<file path="config.mk">
export PLATFORM = sky130hd
export DESIGN_NAME = leased_buffer_pool_allocator
export DESIGN_NICKNAME = d
export VERILOG_FILES = /design/src/design/lbpa_pkg.sv /design/src/design/lbpa_slot_mem.sv /design/src/design/lbpa_scan_unit.sv /design/src/design/leased_buffer_pool_allocator.sv
export SDC_FILE = /design/constraint.sdc
export NUM_CORES = 1
export LEC_CHECK = 0
export BUFFER_PORTS_ARGS = -buffer_cell sky130_fd_sc_hd__buf_2
export CORE_UTILIZATION = 65
export CTS_BUF_LIST = sky130_fd_sc_hd__clkbuf_4
export DETAILED_ROUTE_END_ITERATION = 7
export PLACE_DENSITY = 0.86
export RECOVER_POWER = 25
export SETUP_SLACK_MARGIN = 0.05
export SLEW_MARGIN = 20
export SYNTH_ARGS = -nofsm -noshare
export SYNTH_HDL_FRONTEND = slang
export SYNTH_SLANG_ARGS = --single-unit
</file>
<file path="constraint.sdc">
create_clock -name clk -period 10.7 [get_ports clk]
set_clock_uncertainty 0.2 [all_clocks]
set_input_delay 0.535 -clock clk [delete_from_list [all_inputs] [get_ports clk]]
set_output_delay 0.535 -clock clk [all_outputs]
set_load 0.05 [all_outputs]
</file>
<file path="src/design/lbpa_pkg.sv">
// Shared types and codes for the leased buffer pool allocator.
// Holds the channel payload structs, operation and status codes, and the
// control struct between the sequencer and the scan unit. No dependencies.
package lbpa_pkg;

	// Operation codes carried in the input beat
	localparam logic [1:0] FUNC_ACQUIRE     = 2'd0;
	localparam logic [1:0] FUNC_RELEASE     = 2'd1;
	localparam logic [1:0] FUNC_RELEASE_ALL = 2'd2;
	localparam logic [1:0] FUNC_UNUSED      = 2'd3;

	// Result status codes
	localparam logic [2:0] STAT_GOT_FREE    = 3'd0;
	localparam logic [2:0] STAT_GOT_RECLAIM = 3'd1;
	localparam logic [2:0] STAT_GOT_PREEMPT = 3'd2;
	localparam logic [2:0] STAT_RELEASED    = 3'd3;
	localparam logic [2:0] STAT_NOT_FOUND   = 3'd4;
	localparam logic [2:0] STAT_ALL_RELEASED = 3'd5;

	// Freed-slot counters saturate at the top of the output field
	localparam int          CNT_W   = 5;
	localparam logic [4:0]  CNT_MAX = 5'd31;

	localparam logic [15:0] LEASE_TIMEOUT_RESET = 16'd1200;
	localparam logic [31:0] ID_MAX              = 32'hFFFF_FFFF;
	localparam logic [31:0] ID_FIRST            = 32'd1;

	typedef struct packed {
		logic [1:0]  func;
		logic [31:0] now_time;
		logic [31:0] release_id;
	} in_item_t;

	typedef struct packed {
		logic [2:0]  status;
		logic [3:0]  slot_num;
		logic [31:0] granted_frame_id;
		logic [4:0]  freed_count;
	} out_item_t;

	// One slot entry held in the lease memory
	typedef struct packed {
		logic [31:0] owner;
		logic [31:0] lease_start;
	} slot_entry_t;

	// Sequencer to scan unit control
	typedef struct packed {
		logic clear;  // reset accumulators before a new scan
		logic vld;    // an entry is presented this cycle
		logic busy;   // busy bit of the presented entry
	} scan_ctl_t;

endpackage

</file>
<file path="src/design/lbpa_slot_mem.sv">
// Lease memory: owner id and lease start time per slot.
// One write port, one registered read port. Uses lbpa_pkg::slot_entry_t.
module lbpa_slot_mem #(
	parameter int DEPTH = 16,
	parameter int IDX_W = 4
) (
	input  logic                 clk,
	input  logic                 we,
	input  logic [IDX_W-1:0]     waddr,
	input  lbpa_pkg::slot_entry_t wdata,
	input  logic                 re,
	input  logic [IDX_W-1:0]     raddr,
	output lbpa_pkg::slot_entry_t rdata
);

	lbpa_pkg::slot_entry_t mem [DEPTH];
	lbpa_pkg::slot_entry_t rdata_q;

	// Write on grant, read during scan
	always_ff @(posedge clk) begin
		if (we) begin
			mem[waddr] <= wdata;
		end
		if (re) begin
			rdata_q <= mem[raddr];
		end
	end

	assign rdata = rdata_q;

endmodule

</file>
<file path="src/design/lbpa_scan_unit.sv">
// Shared scan unit: one age subtractor plus compares, applied to one slot
// per cycle, with accumulators for the free, stale, oldest and match search and busy count.
// Depends on lbpa_pkg.
module lbpa_scan_unit #(
	parameter int SLOTS = 16,
	parameter int IDX_W = 4
) (
	input  logic                  clk,
	input  logic                  arst_n,
	input  lbpa_pkg::scan_ctl_t   ctl,
	input  logic [IDX_W-1:0]      idx,
	input  lbpa_pkg::slot_entry_t entry,
	input  logic [31:0]           now_time,
	input  logic [31:0]           release_id,
	input  logic [15:0]           lease_timeout,
	output logic                  free_found,
	output logic [IDX_W-1:0]      free_idx,
	output logic [4:0]            stale_cnt,
	output logic [IDX_W-1:0]      stale_first,
	output logic [SLOTS-1:0]      stale_mask,
	output logic [IDX_W-1:0]      best_idx,
	output logic                  match_found,
	output logic [IDX_W-1:0]      match_idx,
	output logic [4:0]            busy_cnt
);

	logic              free_found_q;
	logic [IDX_W-1:0]  free_idx_q;
	logic [4:0]        stale_cnt_q;
	logic [IDX_W-1:0]  stale_first_q;
	logic [SLOTS-1:0]  stale_mask_q;
	logic              best_set_q;
	logic [IDX_W-1:0]  best_idx_q;
	logic [31:0]       best_age_q;
	logic              match_found_q;
	logic [IDX_W-1:0]  match_idx_q;
	logic [4:0]        busy_cnt_q;

	logic [31:0] age;
	logic        is_stale;
	logic        is_older;
	logic        is_match;

	// Shared arithmetic: age modulo 2^32 and the three compares
	always_comb begin
		age      = now_time - entry.lease_start;
		is_stale = ctl.busy && (age > {16'd0, lease_timeout});
		is_older = !best_set_q || (age > best_age_q);
		is_match = ctl.busy && (entry.owner == release_id);
	end

	// Accumulate search results one slot at a time
	always_ff @(posedge clk or negedge arst_n) begin
		if (!arst_n) begin
			free_found_q  <= 1'b0;
			free_idx_q    <= '0;
			stale_cnt_q   <= '0;
			stale_first_q <= '0;
			stale_mask_q  <= '0;
			best_set_q    <= 1'b0;
			best_idx_q    <= '0;
			best_age_q    <= '0;
			match_found_q <= 1'b0;
			match_idx_q   <= '0;
			busy_cnt_q    <= '0;
		end else if (ctl.clear) begin
			free_found_q  <= 1'b0;
			stale_cnt_q   <= '0;
			stale_mask_q  <= '0;
			best_set_q    <= 1'b0;
			match_found_q <= 1'b0;
			busy_cnt_q    <= '0;
		end else if (ctl.vld) begin
			if (!ctl.busy && !free_found_q) begin
				free_found_q <= 1'b1;
				free_idx_q   <= idx;
			end
			if (is_stale) begin
				stale_mask_q[idx] <= 1'b1;
				if (stale_cnt_q == '0) begin
					stale_first_q <= idx;
				end
				if (stale_cnt_q != lbpa_pkg::CNT_MAX) begin
					stale_cnt_q <= stale_cnt_q + 5'd1;
				end
			end
			if (is_older) begin
				best_set_q <= 1'b1;
				best_idx_q <= idx;
				best_age_q <= age;
			end
			if (is_match && !match_found_q) begin
				match_found_q <= 1'b1;
				match_idx_q   <= idx;
			end
			if (ctl.busy && busy_cnt_q != lbpa_pkg::CNT_MAX) begin
				busy_cnt_q <= busy_cnt_q + 5'd1;
			end
		end
	end

	assign free_found  = free_found_q;
	assign free_idx    = free_idx_q;
	assign stale_cnt   = stale_cnt_q;
	assign stale_first = stale_first_q;
	assign stale_mask  = stale_mask_q;
	assign best_idx    = best_idx_q;
	assign match_found = match_found_q;
	assign match_idx   = match_idx_q;
	assign busy_cnt    = busy_cnt_q;

endmodule

</file>
<file path="src/design/leased_buffer_pool_allocator.sv">
// Top level of the leased buffer pool allocator: sequencer, busy bits,
// id counter, config register and output register. Depends on lbpa_pkg,
// lbpa_slot_mem and lbpa_scan_unit.
//
//  channel | signals                      | direction | beat taken when
//  --------+------------------------------+-----------+-------------------------
//  in      | in_valid in_stall in_data    | to block  | in_valid && !in_stall
//  out     | out_valid out_stall out_data | from block| out_valid && !out_stall
//  cfg     | cfg_valid cfg_ready cfg_data | to block  | cfg_valid && cfg_ready
//
// Each operation runs one scan of the lease memory through its single read
// port, one slot per cycle, and then a commit cycle. Operation code 3 is
// taken and gives no result.
// Reset clears all busy bits at once; the lease memory needs no clearing.
// A held result stalls only the commit cycle of the following operation.
module leased_buffer_pool_allocator #(
	parameter int POOL_SLOTS = 16
) (
	input  logic                clk,
	input  logic                arst_n,
	input  logic                in_valid,
	output logic                in_stall,
	input  lbpa_pkg::in_item_t  in_data,
	output logic                out_valid,
	input  logic                out_stall,
	output lbpa_pkg::out_item_t out_data,
	input  logic                cfg_valid,
	output logic                cfg_ready,
	input  logic [15:0]         cfg_data
);

	localparam int               IDX_W    = (POOL_SLOTS > 1) ? $clog2(POOL_SLOTS) : 1;
	localparam logic [IDX_W-1:0] LAST_IDX = IDX_W'(POOL_SLOTS - 1);

	typedef enum logic [2:0] {
		ST_IDLE   = 3'b001,
		ST_SCAN   = 3'b010,
		ST_FINISH = 3'b100
	} state_t;

	state_t                state_q;
	lbpa_pkg::in_item_t    op_q;
	logic [15:0]           lease_timeout_q;
	logic [POOL_SLOTS-1:0] busy_q;
	logic [31:0]           next_id_q;
	logic                  issue_q;
	logic [IDX_W-1:0]      rd_idx_q;
	logic                  chk_vld_s1;
	logic [IDX_W-1:0]      chk_idx_s1;
	logic                  out_valid_q;
	lbpa_pkg::out_item_t   out_q;

	logic                  in_take;
	logic                  fin_go;
	lbpa_pkg::scan_ctl_t   ctl;
	lbpa_pkg::slot_entry_t rd_entry;
	lbpa_pkg::slot_entry_t wr_entry;

	logic                  free_found;
	logic [IDX_W-1:0]      free_idx;
	logic [4:0]            stale_cnt;
	logic [IDX_W-1:0]      stale_first;
	logic [POOL_SLOTS-1:0] stale_mask;
	logic [IDX_W-1:0]      best_idx;
	logic                  match_found;
	logic [IDX_W-1:0]      match_idx;
	logic [4:0]            busy_cnt;

	logic                  grant_en;
	logic [IDX_W-1:0]      g_idx;
	logic [IDX_W-1:0]      slot_sel;
	logic [IDX_W+3:0]      slot_wide;
	logic [POOL_SLOTS-1:0] busy_n;
	lbpa_pkg::out_item_t   out_n;

	assign in_stall  = (state_q != ST_IDLE);
	assign in_take   = in_valid && !in_stall;
	assign fin_go    = (state_q == ST_FINISH) && (!out_valid_q || !out_stall);
	assign cfg_ready = 1'b1;

	// Hold the lease timeout register
	always_ff @(posedge clk or negedge arst_n) begin
		if (!arst_n) begin
			lease_timeout_q <= lbpa_pkg::LEASE_TIMEOUT_RESET;
		end else if (cfg_valid && cfg_ready) begin
			lease_timeout_q <= cfg_data;
		end
	end

	// Sequencer: accept, scan every slot, commit
	always_ff @(posedge clk or negedge arst_n) begin
		if (!arst_n) begin
			state_q    <= ST_IDLE;
			issue_q    <= 1'b0;
			rd_idx_q   <= '0;
			chk_vld_s1 <= 1'b0;
			chk_idx_s1 <= '0;
		end else begin
			unique case (state_q)
				ST_IDLE: begin
					chk_vld_s1 <= 1'b0;
					if (in_take && in_data.func != lbpa_pkg::FUNC_UNUSED) begin
						state_q  <= ST_SCAN;
						issue_q  <= 1'b1;
						rd_idx_q <= '0;
					end
				end
				ST_SCAN: begin
					chk_vld_s1 <= issue_q;
					chk_idx_s1 <= rd_idx_q;
					if (issue_q) begin
						if (rd_idx_q == LAST_IDX) begin
							issue_q <= 1'b0;
						end else begin
							rd_idx_q <= rd_idx_q + 1'b1;
						end
					end
					if (chk_vld_s1 && chk_idx_s1 == LAST_IDX) begin
						state_q <= ST_FINISH;
					end
				end
				ST_FINISH: begin
					chk_vld_s1 <= 1'b0;
					if (fin_go) begin
						state_q <= ST_IDLE;
					end
				end
				default: begin
					state_q <= ST_IDLE;
				end
			endcase
		end
	end

	// Capture the operation beat
	always_ff @(posedge clk) begin
		if (in_take) begin
			op_q <= in_data;
		end
	end

	// Drive the scan unit
	always_comb begin
		ctl.clear = in_take;
		ctl.vld   = (state_q == ST_SCAN) && chk_vld_s1;
		ctl.busy  = busy_q[chk_idx_s1];
	end

	lbpa_slot_mem #(
		.DEPTH (POOL_SLOTS),
		.IDX_W (IDX_W)
	) u_mem (
		.clk   (clk),
		.we    (fin_go && grant_en),
		.waddr (g_idx),
		.wdata (wr_entry),
		.re    ((state_q == ST_SCAN) && issue_q),
		.raddr (rd_idx_q),
		.rdata (rd_entry)
	);

	lbpa_scan_unit #(
		.SLOTS (POOL_SLOTS),
		.IDX_W (IDX_W)
	) u_scan (
		.clk           (clk),
		.arst_n        (arst_n),
		.ctl           (ctl),
		.idx           (chk_idx_s1),
		.entry         (rd_entry),
		.now_time      (op_q.now_time),
		.release_id    (op_q.release_id),
		.lease_timeout (lease_timeout_q),
		.free_found    (free_found),
		.free_idx      (free_idx),
		.stale_cnt     (stale_cnt),
		.stale_first   (stale_first),
		.stale_mask    (stale_mask),
		.best_idx      (best_idx),
		.match_found   (match_found),
		.match_idx     (match_idx),
		.busy_cnt      (busy_cnt)
	);

	// Decide the commit: grant slot, busy update and result
	always_comb begin
		grant_en = 1'b0;
		g_idx    = '0;
		slot_sel = '0;
		busy_n   = busy_q;
		out_n    = '0;
		unique case (op_q.func)
			lbpa_pkg::FUNC_ACQUIRE: begin
				grant_en = 1'b1;
				if (free_found) begin
					g_idx        = free_idx;
					out_n.status = lbpa_pkg::STAT_GOT_FREE;
				end else if (stale_cnt != '0) begin
					g_idx             = stale_first;
					busy_n            = busy_q & ~stale_mask;
					out_n.status      = lbpa_pkg::STAT_GOT_RECLAIM;
					out_n.freed_count = stale_cnt;
				end else begin
					g_idx        = best_idx;
					out_n.status = lbpa_pkg::STAT_GOT_PREEMPT;
				end
				busy_n[g_idx]          = 1'b1;
				slot_sel               = g_idx;
				out_n.granted_frame_id = next_id_q;
			end
			lbpa_pkg::FUNC_RELEASE: begin
				if (match_found) begin
					busy_n[match_idx] = 1'b0;
					slot_sel          = match_idx;
					out_n.status      = lbpa_pkg::STAT_RELEASED;
				end else begin
					out_n.status = lbpa_pkg::STAT_NOT_FOUND;
				end
			end
			lbpa_pkg::FUNC_RELEASE_ALL: begin
				busy_n            = '0;
				out_n.status      = lbpa_pkg::STAT_ALL_RELEASED;
				out_n.freed_count = busy_cnt;
			end
			default: begin
				busy_n = busy_q;
			end
		endcase
		slot_wide      = {4'b0000, slot_sel};
		out_n.slot_num = slot_wide[3:0];
	end

	assign wr_entry.owner       = next_id_q;
	assign wr_entry.lease_start = op_q.now_time;

	// Commit busy bits and advance the frame id
	always_ff @(posedge clk or negedge arst_n) begin
		if (!arst_n) begin
			busy_q    <= '0;
			next_id_q <= lbpa_pkg::ID_FIRST;
		end else if (fin_go) begin
			busy_q <= busy_n;
			if (grant_en) begin
				next_id_q <= (next_id_q == lbpa_pkg::ID_MAX) ? lbpa_pkg::ID_FIRST
				                                             : next_id_q + 32'd1;
			end
		end
	end

	// Output register: load on commit, drop on a taken beat
	always_ff @(posedge clk or negedge arst_n) begin
		if (!arst_n) begin
			out_valid_q <= 1'b0;
		end else if (fin_go) begin
			out_valid_q <= 1'b1;
		end else if (!out_stall) begin
			out_valid_q <= 1'b0;
		end
	end

	always_ff @(posedge clk) begin
		if (fin_go) begin
			out_q <= out_n;
		end
	end

	assign out_valid = out_valid_q;
	assign out_data  = out_q;

	// A new result appears only out of the commit cycle
	a_result_from_commit: assert property (@(posedge clk) disable iff (!arst_n)
		$rose(out_valid) |-> $past(state_q == ST_FINISH))
		else $error("result raised outside commit");

	// Handed-out frame ids are never zero
	a_id_nonzero: assert property (@(posedge clk) disable iff (!arst_n)
		next_id_q != 32'd0)
		else $error("frame id counter reached zero");

	// Release results carry no granted id
	a_release_no_id: assert property (@(posedge clk) disable iff (!arst_n)
		(out_valid && (out_data.status == lbpa_pkg::STAT_RELEASED ||
		               out_data.status == lbpa_pkg::STAT_NOT_FOUND ||
		               out_data.status == lbpa_pkg::STAT_ALL_RELEASED))
		|-> out_data.granted_frame_id == 32'd0)
		else $error("release result carries a frame id");

	// A reclaim always frees at least one slot
	a_reclaim_count: assert property (@(posedge clk) disable iff (!arst_n)
		(out_valid && out_data.status == lbpa_pkg::STAT_GOT_RECLAIM)
		|-> out_data.freed_count != 5'd0)
		else $error("reclaim freed no slot");

endmodule
</file>
# ---- Word-level counts from Yosys, hierarchy flattened
# Memory sizes are Yosys's and may differ from the RTL's. A register that Yosys moved wholly into a read port is not among the register bits.
# Index checks and enable logic that the tools add are counted.
dict set report op_classes {
  add_sub_neg 5
  mul 0
  div_mod_pow 0
  order_cmp 8
  eq_ne 20
  shift 0
  n_mux 64
  n_bitwise 7
  reduce_logical 53
}
# operator n
set ops {}
lappend ops {{$mux 16} 7}
lappend ops {{$pmux 16 s3} 1}
lappend ops {{$mux 5} 9}
lappend ops {{$add 32x1->32 const B} 1}
lappend ops {{$and 16x16->16} 2}
lappend ops {{$eq 32x32->1} 1}
lappend ops {{$eq 32x32->1 const B} 1}
lappend ops {{$gt 32x16->1} 1}
lappend ops {{$gt 32x32->1} 1}
lappend ops {{$mux 32} 1}
lappend ops {{$mux 4} 8}
lappend ops {{$not 16->16} 2}
lappend ops {{$or 16x16->16} 2}
lappend ops {{$sub 32x32->32} 1}
lappend ops {{$mux 1} 21}
lappend ops {{$pmux 3 s3} 2}
lappend ops {{$reduce_and 3->1} 6}
lappend ops {{$reduce_bool 2->1} 9}
lappend ops {{$pmux 4 s2} 2}
lappend ops {{$logic_and 1x1->1} 15}
lappend ops {{$lt 4x5->1 const B} 3}
lappend ops {{$reduce_and 2->1} 7}
lappend ops {{$demux 1 s4} 3}
lappend ops {{$ge 4x1->1 const B} 3}
lappend ops {{other kinds (26)} 48}
dict set report totals {
  ff_bits 265
  latch_bits 0
  ramBits 1024
  mem_bits_ro 0
  wordCells 185
  n_memories 1
}
# name depth width read_ports rd_clocked_by_memory_dff write_ports line_no
set mem_list {}
lappend mem_list {u_mem.mem 16 64 1 1 1 lbpa_slot_mem.sv:16} ;# lbpa_pkg::slot_entry_t mem [DEPTH];

# ---- Depth between registers and ports, before layout
dict set report logic_depth {
  word_depth 10
  depth_mapped 22
  depth_no_buf 21
}

# ---- Hierarchy
# From an unflattened synthesis, not the netlist that was laid out.
dict set report unflattened {
  hier_cells 2972
  hier_area_um2 54731.2
}
# module instances cells_per_inst area_each_um2 seq_area_each_um2
set by_module_without_submodules {}
lappend by_module_without_submodules {lbpa_slot_mem 1 1647 40222.3 32671.3}
lappend by_module_without_submodules {leased_buffer_pool_allocator 1 593 7938.9 5262.5}
lappend by_module_without_submodules {lbpa_scan_unit 1 732 6570.1 1926.8}

# ---- Worst setup path before layout
# OpenSTA, ideal clock, no wires.
dict set report synth_path {
  kind {register to register}
  startpoint {reg state_q[0]}
  endpoint {mem u_mem.mem[5][0] (netlist name) (enable)}
  setup_time_ns 0.487
  arrival_time_ns 6.776
  required_time_ns 10.013
  setup_slack_ns 3.238
  path_stages_with_launch 8
  synth_period_minus_slack_ns 7.462
  cell_sequence {dfstp_2 clkbuf_1 or3b_2 a21oi_1 nand2_1 nor2_1 nand2_1 nor2_1}
}
dict set report synth_between {
  elab_chain_cells 5
}
# element line_no
set synth_rtl {}
lappend synth_rtl {{start, declared} leased_buffer_pool_allocator.sv:41} ;# state_t state_q;
lappend synth_rtl {{start signal, assigned} leased_buffer_pool_allocator.sv:93} ;# state_q <= ST_IDLE;
lappend synth_rtl {{start signal, assigned} leased_buffer_pool_allocator.sv:103} ;# state_q <= ST_SCAN;
lappend synth_rtl {{start signal, assigned} leased_buffer_pool_allocator.sv:119} ;# state_q <= ST_FINISH;
lappend synth_rtl {{$eq 3x3->1} leased_buffer_pool_allocator.sv:78} ;# assign fin_go = (state_q == ST_FINISH) && (!out_valid_q || !out_stall);
lappend synth_rtl {{$logic_and 1x1->1} leased_buffer_pool_allocator.sv:78}
lappend synth_rtl {{net fin_go} leased_buffer_pool_allocator.sv:54} ;# logic fin_go;
lappend synth_rtl {{$logic_and 1x1->1} leased_buffer_pool_allocator.sv:154} ;# .we (fin_go && grant_en),
lappend synth_rtl {{$mux 1} lbpa_slot_mem.sv:21} ;# if (we) begin
lappend synth_rtl {{$mux 1 (implied by the code)} lbpa_slot_mem.sv:22} ;# mem[waddr] <= wdata;
lappend synth_rtl {{end, declared} lbpa_slot_mem.sv:16}
# The timed path passes the listed nets, and every way through them passes these cells.

# ---- Worst setup path in the final report
dict set report layout_path {
  startpoint {reg op_q[36] (netlist name)}
  endpoint {reg u_scan.stale_first_q[2] (netlist: u_scan.stale_first[2])}
}
dict set report layout_between {
  elab_chain_cells 4
}
# element line_no
set layout_rtl {}
lappend layout_rtl {{start, declared} leased_buffer_pool_allocator.sv:42} ;# lbpa_pkg::in_item_t op_q;
lappend layout_rtl {{start signal, assigned} leased_buffer_pool_allocator.sv:138} ;# op_q <= in_data;
lappend layout_rtl {{$sub 32x32->32} lbpa_scan_unit.sv:46} ;# age = now_time - entry.lease_start;
lappend layout_rtl {{net u_scan.age[15]} lbpa_scan_unit.sv:39} ;# logic [31:0] age;
lappend layout_rtl {{$gt 32x16->1} lbpa_scan_unit.sv:47} ;# is_stale = ctl.busy && (age > {16'd0, lease_timeout});
lappend layout_rtl {{$logic_and 1x1->1} lbpa_scan_unit.sv:47}
lappend layout_rtl {{$reduce_and 4->1 (no line)} --}
lappend layout_rtl {{end signal, assigned} lbpa_scan_unit.sv:81} ;# stale_first_q <= idx;
lappend layout_rtl {{end, declared} lbpa_scan_unit.sv:30} ;# logic [IDX_W-1:0] stale_first_q;
# The timed path passes the listed nets, and every way through them passes these cells.
# A chain may end at the register's enable or synchronous reset.

==> results.yml <==
run_status:
  status: "finished with violations"
  violations: "capacitance limit, slew limit"
floorplanning:
  die_w_microns: 291.3
  coreArea_sq_um: 82500
  die-area_sq_um: 84830
  io_pins: 134
  rows: 105
  die_h_microns: 291.3
  initial_core_util: 0.6592
global_route:
  grt_usage: 0.3463
  use_met1: 0.4431
  grt.met2_usage: 0.5623
  grt_overflow: 0
  met3_usage: 0.07559
  antenna_found_initial: 5
  grt_busiest_layer: "met2"
  grt_pass1_vias: 33030
  grt_start_max_net_pins: 116
  grt_pass1_wl_microns: 210000
place:
  gp_congestion: 0.8806
  place_hpwl_microns: 71250
  port_buffers: 132
  dp.cells: 3943
sta:
  final_hold_viol_count: 0
  rsz0062_at_grt: "no"
  max_freq_mhz: 164.2
  layout_min_cycle_time_ns: 6.091
  fin_tns_setup_ns: 0
  maxSlewViolCount: 86
  tightest_slew_ns: 4.662
  slew_headroom: -2.108
  final-setup-viol-count: 0
  finalCritPeriodShare: 0.5693
  holdWs_ns: 0.1990
power:
  p_leak_nw: 22.05
  sequentialPowerShare: 0.477
  powerDensity_nw_per_um2: 210.8
  ir_drop_mv: 0.1389
  p_sw_mw: 3.726
  pwr-share-comb: 0.196
  internal-power_mw: 9.456
  p_clk_frac: 0.327
  switching_share: 0.2827
cts:
  cts_tree: "built"
  cts_buffer_depth: 4
  clk_pin_slew_worst_paths_ns: 0.07
  cts_buffers: 342
  clock_latency_ns: 1.27
  cts-htree-levels: 5
  cts.sink_count: 1353
  cts_root_buf: "clkbuf_4"
  cts_resized: 0
setup_path:
  cp-endpoint: "u_scan.stale_first[2]"
  r2r_setup_slack_ns: 4.61
  crit_path_max_fanout: 21
  cp.arrival_ns: 6.91
  r2r_start: "op_q[36]"
  worst-setup-path-type: "reg -> reg"
  reg2reg_depth: 18
  startpoint: "op_q[36]"
  worstSetupEndpointType: "register"
  required_ns: 11.52
  reg2reg_to: "u_scan.stale_first[2]"
  cp-start-kind: "register"
route:
  drc_errors: 0
  first_pass_iters: 6
  drt.antenna.violating_nets: 0
  drt_wl_total_microns: 143800
  drt_iter0_drc: 4017
  via_count: 31730
  wl_per_cell_microns: 30.34
  drt-vias-per-instance: 6.692
synth:
  syn_avg_cell_area_sq_um: 19.31
  yosysTopAreaCellShare: 0.6615
  ys.flop_type: "edfxtp_1"
  synthCells: 2817
  synth_top_area_cell: "edfxtp_1"
  synth.distinct_cells: 75
  synthArstFlopShare: 0.1146
  synthTopCellsByArea: "edfxtp_1 66%, mux4_2 13%, dfrtp_1 6.9%, ha_1 2.0%, mux2_2 0.99%"
  synth-seq-cells: 1353
  synth_common_cells: "1198 x edfxtp_1, 325 x mux4_2, 149 x dfrtp_1, 110 x nor2_1, 103 x o21ai_0"
  synth_most_common_cell: "edfxtp_1"
  yosys_warnings: 0
  syn_area_sq_um: 54390
  synth.net_count: 2994
  yosysSeqAreaShare: 0.7329
  synth_edf_count: 1198
worst_hold_path:
  hold_path_class: "in -> reg"
cells_and_area:
  fillers: 4355
  nets: 3595
  layout-drive-gt1-share: 0.2949
  multi_input_comb_area_sq_um: 13820
  area_growth_pct: 14.99
  regArea_sq_um: 39880
  layout.cells.non_filler: 4741
job:
  maxCapViolations: 1
[critical path, cell delays in order (launching register included)]
cell	delay, ns
edfxtp_1	0.65
ha_1	0.52
o211ai_1	0.15
a21oi_1	0.30
o211ai_1	0.17
a211o_1	0.36
and2_1	0.20
o31ai_1	0.25
xor2_1	0.43
ha_1	0.22
nand4_1	0.11
or2_2	0.32
o32ai_1	0.56
nand4_1	0.22
nor4_2	0.35
a31oi_1	0.12
buf_4	0.23
nand2_1	0.19
mux2_1	0.36
[cell families after synthesis]
family                   after synthesis  share of synthesized area
flip-flops                          1353                     0.7329
AND/OR/NAND/NOR                      403                    0.03708
multiplexers                         390                     0.1477
AO/OA/AOI/OAI                        279                    0.03175
buffers and inverters                214                    0.01560
adder cells (fa/ha/maj)               90                    0.02084
XOR/XNOR                              87                    0.01401
other                                  1                 0.00006895
[cell usage in the layout (no fill, tap or decap), drive strengths merged, types with 89 or more instances in the layout]
master / netlist / routed
nand2: 90 / 90
ha: 89 / 89
clkinv: 1 / 89
clkbuf: 80 / 514
buf: 38 / 151
edfxtp: 1198 / 1198
o21ai: 110 / 110
inv: 95 / 100
nor2: 110 / 110
mux4: 325 / 325
dlygate4sd3: 0 / 200
dfrtp: 149 / 149
[metrics by stage]
step           utilization  area [sq um]  total power [mW]  setup slack, ns
2_1_floorplan            -         54390             8.181            3.238
3_3_place_gp        0.6834         56380             8.734            5.041
3_5_place_dp        0.6834         56380             8.857            4.743
4_1_cts             0.7583         62570             13.11            4.721
5_1_grt             0.7579         62530             13.70            4.255
6_report            0.7581         62540             13.18            4.609
[per-layer routing]
layer	wire [microns]	vias up
li1	-	12740
met1	48900	15920
met2	71750	2559
met3	15900	502
met4	7260	4
met5	29	-
[sequential cells by signal, summed over array words and instances (netlist names), 3 cells and up]
signal	cells
next_id_q	32
u_mem.mem	1024
u_scan.match_idx	4
u_scan.stale_first	4
op_q	66
lease_timeout_q	16
chk_idx_s1	4
rd_idx_q	4
u_scan.busy_cnt	5
busy_q	16
out_data	44
u_mem.rdata	64
u_scan.free_idx	4
state_q	3
u_scan.best_age_q	32
u_scan.best_idx	4
u_scan.stale_mask	16
u_scan.stale_cnt	5
[power groups by stage]
stage | clock network [mW] | registers (mW) | logic [mW]
6_report | 4.30 | 6.29 | 2.59
5_1_grt | 4.60 | 6.31 | 2.79
4_1_cts | 4.27 | 6.28 | 2.56
3_5_place_dp | 0 | 6.39 | 2.47
3_3_place_gp | 0 | 6.36 | 2.37
2_1_floorplan | 0 | 6.22 | 1.96
[repair_timing]
item,in CTS,in global routing
endpoints found under the setup margin,0,0
hold buffers,201,0
endpoints found under the hold margin,230,0
setup buffers,0,0
[how the worst min path moves through the flow]
stage | start | endpoint | slack (ns) | depth (start not counted)
4_1_cts | cfg_valid | lease_timeout_q[7] | 0.09 | 3
2_1_floorplan | arst_n | busy_q[0] | 0.04 | 0
5_1_grt | out_stall | state_q[2] | 0.16 | 5
3_5_place_dp | u_scan.stale_mask[2] | u_scan.stale_mask[2] | 0.29 | 2
3_3_place_gp | u_scan.best_age_q[12] | u_scan.best_age_q[12] | 0.27 | 1
6_report | cfg_valid | lease_timeout_q[7] | 0.20 | 3
[layout make-up]
type / count / area share
diodes: 9 / 0.0003601
clock buffers: 490 / 0.05882
clock inverters: 98 / 0.007602
inverters: 96 / 0.005822
multi-input cells: 1250 / 0.2209
flip-flops and latches: 1353 / 0.6376
well taps: 1070 / 0.02141
repair buffers: 375 / 0.04747
(Power assumes the default switching activity.)
